<file path="src/rtl/snt_pkg.sv">
// Shared types and constants for the sigmoid neuron training unit.
// Used by snt_ctrl, snt_datapath and sigmoid_neuron_train_unit; no dependencies.
`default_nettype none

package snt_pkg;

    // Operation codes carried on the input channel
    typedef enum logic [2:0] {
        OP_WRITE  = 3'd0,
        OP_INPUT  = 3'd1,
        OP_TARGET = 3'd2,
        OP_APPLY  = 3'd3,
        OP_READ   = 3'd4
    } op_t;

    // Source of the shared memory read address
    typedef enum logic [1:0] {
        RD_POS,
        RD_BIAS,
        RD_WIDX,
        RD_WALK
    } rd_src_t;

    // Sequencer states
    typedef enum logic [3:0] {
        S_IDLE,
        S_DECODE,
        S_IN_MAC,
        S_BIAS_RD,
        S_BIAS_SUM,
        S_LOOKUP,
        S_EMIT_ACT,
        S_EMIT_RD,
        S_T_DERIV,
        S_T_GRAD,
        S_WALK,
        S_DRAIN
    } state_t;

    // Commands from the sequencer to the datapath
    typedef struct packed {
        logic    load_item;
        logic    wr_weight;
        logic    rd_en;
        rd_src_t rd_src;
        logic    mac;
        logic    bias_sum;
        logic    lookup;
        logic    emit_act;
        logic    emit_rd;
        logic    t_deriv;
        logic    t_grad;
        logic    walk;
    } cmd_t;

    // Status from the datapath to the sequencer
    typedef struct packed {
        op_t  op;
        logic last;
        logic pos_full;
        logic out_busy;
        logic pipe_busy;
    } status_t;

    localparam logic [15:0] LEARN_RATE_RESET = 16'd655;
    localparam logic [12:0] ONE_Q12          = 13'd4096;

endpackage

`default_nettype wire

</file>
<file path="src/rtl/snt_ctrl.sv">
// Sequencer for the sigmoid neuron training unit.
// Drives snt_datapath through cmd_t and reads its status_t; depends on snt_pkg.
`default_nettype none

module snt_ctrl #(
    parameter int NUM_INPUTS = 8,
    localparam int AW = $clog2(NUM_INPUTS + 1)
) (
    input  wire logic             clk,
    input  wire logic             rst_n,
    input  wire logic             in_valid,
    output logic                  in_stall,
    input  wire snt_pkg::status_t status,
    output snt_pkg::cmd_t         cmd,
    output logic [AW-1:0]         walk_idx
);
    import snt_pkg::*;

    localparam logic [AW-1:0] LAST_IDX = AW'(NUM_INPUTS);

    state_t         state_reg, state_next;
    logic [AW-1:0]  walk_reg, walk_next;

    // State and walk counter registers
    always_ff @(posedge clk or negedge rst_n)
    begin
        if (!rst_n)
        begin
            state_reg <= S_IDLE;
            walk_reg  <= '0;
        end
        else
        begin
            state_reg <= state_next;
            walk_reg  <= walk_next;
        end
    end

    assign walk_idx = walk_reg;

    // Next state and commands
    always_comb
    begin
        state_next = state_reg;
        walk_next  = walk_reg;
        in_stall   = 1'b1;
        cmd        = '0;
        cmd.rd_src = RD_WALK;
        unique case (state_reg)
            S_IDLE:
            begin
                in_stall = 1'b0;
                if (in_valid)
                begin
                    cmd.load_item = 1'b1;
                    state_next    = S_DECODE;
                end
            end
            S_DECODE:
            begin
                unique case (status.op)
                    OP_WRITE:
                    begin
                        cmd.wr_weight = 1'b1;
                        state_next    = S_IDLE;
                    end
                    OP_INPUT:
                    begin
                        cmd.rd_en  = 1'b1;
                        cmd.rd_src = RD_POS;
                        if (!status.pos_full)
                            state_next = S_IN_MAC;
                        else if (status.last)
                            state_next = S_BIAS_RD;
                        else
                            state_next = S_IDLE;
                    end
                    OP_TARGET: state_next = S_T_DERIV;
                    OP_APPLY:  state_next = S_WALK;
                    OP_READ:
                    begin
                        cmd.rd_en  = 1'b1;
                        cmd.rd_src = RD_WIDX;
                        state_next = S_EMIT_RD;
                    end
                    default:   state_next = S_IDLE;
                endcase
            end
            S_IN_MAC:
            begin
                cmd.mac    = 1'b1;
                state_next = status.last ? S_BIAS_RD : S_IDLE;
            end
            S_BIAS_RD:
            begin
                cmd.rd_en  = 1'b1;
                cmd.rd_src = RD_BIAS;
                state_next = S_BIAS_SUM;
            end
            S_BIAS_SUM:
            begin
                cmd.bias_sum = 1'b1;
                state_next   = S_LOOKUP;
            end
            S_LOOKUP:
            begin
                cmd.lookup = 1'b1;
                state_next = S_EMIT_ACT;
            end
            S_EMIT_ACT:
            begin
                if (!status.out_busy)
                begin
                    cmd.emit_act = 1'b1;
                    state_next   = S_IDLE;
                end
            end
            S_EMIT_RD:
            begin
                if (!status.out_busy)
                begin
                    cmd.emit_rd = 1'b1;
                    state_next  = S_IDLE;
                end
            end
            S_T_DERIV:
            begin
                cmd.t_deriv = 1'b1;
                state_next  = S_T_GRAD;
            end
            S_T_GRAD:
            begin
                cmd.t_grad = 1'b1;
                state_next = S_WALK;
            end
            S_WALK:
            begin
                // issue one weight/accumulator read per cycle
                cmd.rd_en  = 1'b1;
                cmd.rd_src = RD_WALK;
                cmd.walk   = 1'b1;
                if (walk_reg == LAST_IDX)
                begin
                    walk_next  = '0;
                    state_next = S_DRAIN;
                end
                else
                    walk_next = walk_reg + 1'b1;
            end
            S_DRAIN:
            begin
                if (!status.pipe_busy)
                    state_next = S_IDLE;
            end
            default: state_next = S_IDLE;
        endcase
    end

endmodule

`default_nettype wire

</file>
<file path="config.mk">
export PLATFORM = sky130hd
export DESIGN_NAME = snt_ctrl
export DESIGN_NICKNAME = d
export VERILOG_FILES = /design/src/rtl/snt_pkg.sv /design/src/rtl/snt_ctrl.sv
export SDC_FILE = /design/constraint.sdc
export NUM_CORES = 1
export LEC_CHECK = 0
export ABC_AREA = 0
export BUFFER_PORTS_ARGS = -buffer_cell sky130_fd_sc_hd__buf_2
export CORE_MARGIN = 1
export CORE_UTILIZATION = 25
export DETAILED_ROUTE_END_ITERATION = 8
export SETUP_SLACK_MARGIN = 0.15
export SYNTH_ARGS = -nofsm -noshare
export SYNTH_HDL_FRONTEND = slang
export SYNTH_SLANG_ARGS = --single-unit
</file>
<file path="constraint.sdc">
create_clock -name clk -period 1.9 [get_ports clk]
set_clock_uncertainty 0.05 [all_clocks]
set_input_delay 0.285 -clock clk [delete_from_list [all_inputs] [get_ports clk]]
set_output_delay 0.285 -clock clk [all_outputs]
set_load 0.01 [all_outputs]
</file>
==> results of run 1 <==
-- tightest hold or removal path, stage by stage --
cell and delay [ns]:
buf_2 0.14, nand2_1 0.08, o22ai_1 0.07
-- Yosys cell counts (all sizes together), types with 2 or more instances --
master,number
clkbuf,2
nor2,8
dfrtp,8
o211ai,2
and2b,2
o22ai,3
a21oi,2
buf,5
a31oi,3
o21ai,5
mux2,3
nand2,10
a2bb2oi,2
nand2b,5
nor3,6
ha,2
inv,4
-- area by class of cell --
class	instances	area [um^2]
clock buffers	3	22.5
well taps	31	38.8
fillers	292	1670
repair buffers	41	260
multi-input cells	70	551
flip-flops and latches	8	204
inverters	4	15.0
-- power by group through the flow --
stage                     combinational [mW]  clock (mW)  sequential (mW)
final                                   1.08       0.141            0.310
after global routing                    1.16       0.152            0.321
after CTS                              0.987       0.144            0.297
after detailed placement               0.836           0            0.313
after global placement                 0.829           0            0.310
after floorplan                        0.615           0            0.280
-- through the flow --
stage,total power [mW],setup slack [ns],utilization [%],instances,cell area (um^2)
2_1_floorplan,0.896,0.210,-,89,732
3_3_place_gp,1.14,0.230,33.2,147,915
3_5_place_dp,1.15,0.167,33.2,147,915
4_1_cts,1.43,0.0722,37.1,155,1020
5_1_grt,1.63,0.00364,39.6,157,1090
6_report,1.53,0.0639,39.6,157,1090
-- worst max path at each step --
stage / startpoint / to / slack [ns] / depth (start not counted)
2_1_floorplan: state_reg[1] / cmd[11] / 0.21 / 4
3_3_place_gp: state_reg[2] / cmd[11] / 0.23 / 3
3_5_place_dp: walk_idx[0] / state_reg[0] / 0.17 / 6
4_1_cts: state_reg[3] / cmd[11] / 0.07 / 3
5_1_grt: state_reg[1] / state_reg[0] / 0.004 / 6
6_report: state_reg[3] / cmd[11] / 0.06 / 3
-- cells by family (layout without fill, tap and decap cells) --
family / Yosys count / count (layout) / share of synthesized area, %
AOI/OAI and AO/OA: 24 / 24 / 25.5
xor gates and xnor gates: 1 / 1 / 1.20
adders and majority gates: 2 / 2 / 3.42
buffers and inverters: 11 / 48 / 8.03
DFF: 8 / 8 / 27.4
muxes: 4 / 4 / 6.49
and+or+nand+nor: 39 / 39 / 28.0
-- layout by cell type (no fill, tap or decap), types with 2 or more instances in the layout --
cell | synthesis | routed
ha_1 | 2 | 2
nand2_1 | 10 | 10
nand2b_4 | 0 | 4
mux2_2 | 2 | 2
o21ai_0 | 5 | 4
a31oi_1 | 3 | 2
nor3_2 | 0 | 4
buf_4 | 0 | 10
o22ai_1 | 3 | 3
nor2_1 | 8 | 8
buf_2 | 2 | 26
a21oi_1 | 2 | 2
o211ai_1 | 2 | 2
inv_1 | 4 | 4
dfrtp_1 | 8 | 5
dfrtp_2 | 0 | 3
buf_6 | 2 | 4
clkbuf_4 | 0 | 3
-- repair_timing --
| item | 4_1_cts | 5_1_grt |
|---|---|---|
| pin swaps | 0 | 2 |
| setup endpoints to repair | 7 | 14 |
| hold buffers | 1 | 0 |
| setup buffers | 4 | 2 |
| hold endpoints to repair | 8 | 0 |
| resized for setup | 10 | 13 |
-- per-layer routing --
| metal | wire length (um) | up-vias | share of wire [%] | global-route usage, % |
|---|---|---|---|---|
| li1 | - | 402 | - | - |
| met1 | 909 | 393 | 43 | 16.4 |
| met2 | 1030 | 30 | 49 | 21.6 |
| met3 | 110 | 7 | 5.2 | 1.63 |
| met4 | 59 | 0 | 2.8 | 8.36 |
| met5 | 0 | - | 0 | 0 |
==> results.md, run 1 <==
- Initial Util: roughly a quarter
- GRT overflow: 0
- Wire per inst: around 13 um
- FF-to-FF End: state_reg[0]
- Iter 0 DRT Violations: 17
- Max Clock Freq: 0.545 GHz
- Placed wire-length estimate: 1.46 mm
- Syn nets: between 100 and 150
- Clock power share: under 10%
- Site Rows: 19
- Core ar.: between 2000 and 3000 um^2
- Psw: 0.692 mW
- Required time worst endpoint: between 1.5 and 2 ns
- Final Hold Vio Count: 0
- Top-area cell type share of the netlist area: between 20% and 30%
- Worst vdd rail ir drop: 0.696 mV
- Full die area: between 3000 and 4000 um^2
- Internal power component: between 0.8 and 0.9 mW
- GR Util All Layers: between 10% and 20%
- Slew Limit Fails: 0
- RSZ-0062 raised after global routing: yes
- Min-delay worst type: input pin to register
- Final setup viols: 0
- H-Tree Depth: 1
- Setup TNS: 0 ns
- Most used DFF post-synth: dfrtp_1
- Crit path kind: register to output pin
- Cell depth of the worst flop-to-flop path: 6
- Skew-Pair Late Insertion Delay: 0.26 ns
- Worst path bufs/invs: 1
- Die W: about 56 um
- Largest net degree at the start of global routing: 15
- Register area share after synthesis: between 20% and 30%
- Post-synth EDFFs: 0
- Final min period: between 1.5 and 2 ns
- Worst setup EP type: output pin
- Synth async-reset ratio: 100%
- Die H: 56.1 um
- First-pass GRT wire length: approximately 3.3 mm
- P_leak: 0.530 nW
- IO buf count: 27
- Post-Syn Area: ~730 um^2
- Post-Syn Instances: a little under 90
- Flop-to-flop setup slack: ~0.070 ns
- Cell variety after synth: 39
- CP cell instances: or4_4, nor3_2, buf_2
- Vias per Instance: between 5 and 6
- Residual DRC: 0
- Worst slew pin tran: 0.340 ns
- Family with the most delay on the worst path: simple AND/OR/NAND/NOR gates
- Max stage delay on crit path: roughly 0.55 ns
- Yosys warns: 0
- Relative slew slack: between 70% and 80%
- Nets: between 100 and 150
- Worst hold slack: ~0.3 ns
- Worst-path fanout max: 5
- Reg2reg start: state_reg[1]
- Num CTS Buffers: 3
- CTS tree: built
- Clk root buf: clkbuf_4
- Crit path DAT: around 1.5 ns
- Crit-path slowest cell: or4_4
- Mean Syn Cell Area: approximately 8.2 um^2
- Routed via count: between 800 and 900
- Share of cells above drive strength 1: roughly half
- Largest cells by area after synthesis: dfrtp_1, nand2_1, nand2b_1
- DRT Pass-1 Iters: 5
- Clock tree sinks: 8
- Worst Hold Path EP: state_reg[2]
- CP startpoint kind: register
- Cell depth of the worst hold path: 3
- Comb power frac: between 70% and 80%
- Final ANT Viol Nets: 0
- Sw Share: a little under half
- Sequential Power Share: between 20 and 25%
- Clk slew on worst S/H paths: 0.06 ns
- Fin crit share: a little over nine tenths
- Pwr dens: about 1400 nW/um^2
- Register bit total from synthesis: 8
- Synth area leader: dfrtp_1
- Routed Wire Length: 2.11 mm
- Vias in the first global route: roughly 740
- Ports: 28
- Max Root-Sink Buffers: 2
- Status: completed
- Max_cap viols: 0
- Number of diodes: 0
- P&R area growth vs syn: 49.1%
- Hold path startpoint: status[1]
- Initial antenna violation count: 0
- Gpl congestion: 0.853
Power figures use the tool's default switching activity.
==> inputs of run 2 (changes only) <==
CORE_UTILIZATION = 47   (was 25)
PLACE_DENSITY = 0.77   (was default)
SKIP_CTS_REPAIR_TIMING = 1   (was default)
==> run 2 against run 1 <==
Die area down 45%. Largest power group unchanged. Global-route usage is 7.5 points higher. Critical path type unchanged. Design area decreased by 7.7%. Combinational power fell by 9%. Non-clock buffer count fell by 4.
==> results.md, run 2 (same netlist as run 1, synthesis figures left out) <==
- Status: completed
- Clock power share: 9.6% (+0.4 points)
- Max Clock Freq: 0.542 GHz (-0.56%)
- Total Power: 1.43 mW (-6.6%)
- Vias per Instance: 5.80 (+9.5%)
- Ports: 28 (unchanged)
- H-Tree Depth: 1 (unchanged)
- Initial Util: 53.6% (+27 points)
- Iter 0 DRT Violations: 21 (+4)
- P&R area growth vs syn: 37.6%
- Worst setup EP type: output pin
- CTS tree: built
- Max Root-Sink Buffers: 2 (unchanged)
- Final min period: 1.85 ns (+0.0103 ns)
- GR Util All Layers: 20.8% (+7.5 points)
- Die W: 41.5 um (-26%)
- Nets: 136 (-2.9%)
- Worst vdd rail ir drop: 0.795 mV (+14%)
- Routed via count: 795 (-4.4%)
- Clk slew on worst S/H paths: 0.06 ns (about the same)
- Slew Limit Fails: 0 (unchanged)
- Die H: 41.5 um (-26%)
- Max stage delay on crit path: 0.43 ns (-0.12 ns)
- Crit-path slowest cell: or4_4
- Max_cap viols: 0 (unchanged)
- Pwr dens: 1420 nW/um^2 (+1.1%)
- DRT Pass-1 Iters: 4 (-1)
- Most frequent cells in the layout: buf_2, nand2_1, nor2_1, buf_4, dfrtp_1
- Final ANT Viol Nets: 0 (unchanged)
- Skew-Pair Late Insertion Delay: 0.27 ns (about the same)
- Site Rows: 13 (-6)
- IO buf count: 27 (unchanged)
- Filler cells: 104 (-64%)
- Comb power frac: 68.7% (-1.8 points)
- Initial antenna violation count: 0 (unchanged)
- Sw Share: 45.4% (+0.15 points)
- Final setup viols: 0 (unchanged)
- Multi-input logic area: 528 um^2 (-4.1%)
- Crit path DAT: 1.51 ns (about the same)
- Internal power component: 0.780 mW (-6.9%)
- First-pass GRT wire length: 2.64 mm (-20%)
- Commonest non-fill, non-tap cell in the layout: buf_2
- Vias in the first global route: 562 (-24%)
- Worst hold slack: 0.277 ns (-0.0181 ns)
- CP cell instances: nand2b_4, or4_4, nor3_2, buf_2
- Routed Wire Length: 1.95 mm (-7.7%)
- Relative slew slack: 82.7% (+5.5 points)
- Num CTS Buffers: 3 (unchanged)
- Final Hold Vio Count: 0 (unchanged)
- Clk root buf: clkbuf_4
- Gpl congestion: 0.772 (-9.5%)
- Wire per inst: 14.2 um (+5.8%)
- Residual DRC: 0 (unchanged)
- Share of cells above drive strength 1: 47.5% (-4.0 points)
- Worst slew pin tran: 0.259 ns (-0.0807 ns)
- Crit path kind: register to output pin
- Reg area: 203 um^2 (-0.61%)
- Psw: 0.648 mW (-6.3%)
- Core ar.: 1370 um^2 (-50%)
- CP startpoint kind: register
- Placed wire-length estimate: 1.27 mm (-13%)
- Min-delay worst type: input pin to register
- Number of diodes: 0 (unchanged)
- GRT overflow: 0 (unchanged)
- Clock tree sinks: 8 (unchanged)
- Largest net degree at the start of global routing: 16 (+1)
- Worst-path fanout max: 4 (-1)
- Required time worst endpoint: 1.56 ns (about the same)
- P_leak: 0.496 nW (-6.5%)
- Full die area: 1720 um^2 (-45%)
- Sequential Power Share: 21.7% (+1.4 points)
- RSZ-0062 raised after global routing: yes
- Fin crit share: 97.2% (+0.54 points)
[run 2: power groups by stage]
stage	Sequential (mW)	Combinational [mW]	Clock (mW)
floorplan	0.280	0.615	0
global placement	0.304	0.785	0
detailed placement	0.310	0.797	0
CTS	0.307	0.802	0.140
global route	0.319	1.06	0.150
finish	0.309	0.982	0.137
[run 2: metal layers]
metal,track usage [%],wire length (um),vias to the layer above
met5,0,0,-
met4,13.5,47,0
met3,6.52,106,4
met2,27.2,971,28
met1,28.9,825,370
li1,-,-,393
[run 2: final timing paths]
path / startpoint / end / slack, ns / cells after the start
worst min register to register: walk_idx[2] / walk_idx[3] / 0.53 / 1
worst max register to register: walk_idx[0] / state_reg[0] / 0.16 / 6
worst max-delay path: state_reg[1] / cmd[11] / 0.05 / 4
max in group asynchronous: rst_n / state_reg[0] / 1.25 / 2
min in group asynchronous: rst_n / state_reg[2] / 0.35 / 2
worst min-delay path: status[1] / state_reg[2] / 0.28 / 3
[run 2: through the flow]
stage          setup WS (ns)  area [um^2]  utilization [%]  instances  TNS (ns)
2_1_floorplan          0.210          732                -         89         0
3_3_place_gp           0.187          880             64.4        129         0
3_5_place_dp           0.170          880             64.4        129         0
4_1_cts              -0.0676          902             66.0        132   -0.0752
5_1_grt              -0.0142         1010             73.7        137   -0.0179
6_report              0.0536         1010             73.7        137         0
[run 2: worst max-delay path: cells and delay by family (launching register included)]
family                 cells  cell delay (ns)
flip-flops                 1             0.39
buffers and inverters      1             0.14
AND/OR/NAND/NOR            3             0.70
[run 2: cell type report]
class,instances,area share (%)
Multi-Input combinational cell,70,52.4
Timing Repair Buffer,37,21.9
Sequential cell,8,20.1
Clock buffer,3,2.24
Tap cell,15,1.86
Inverter,4,1.49
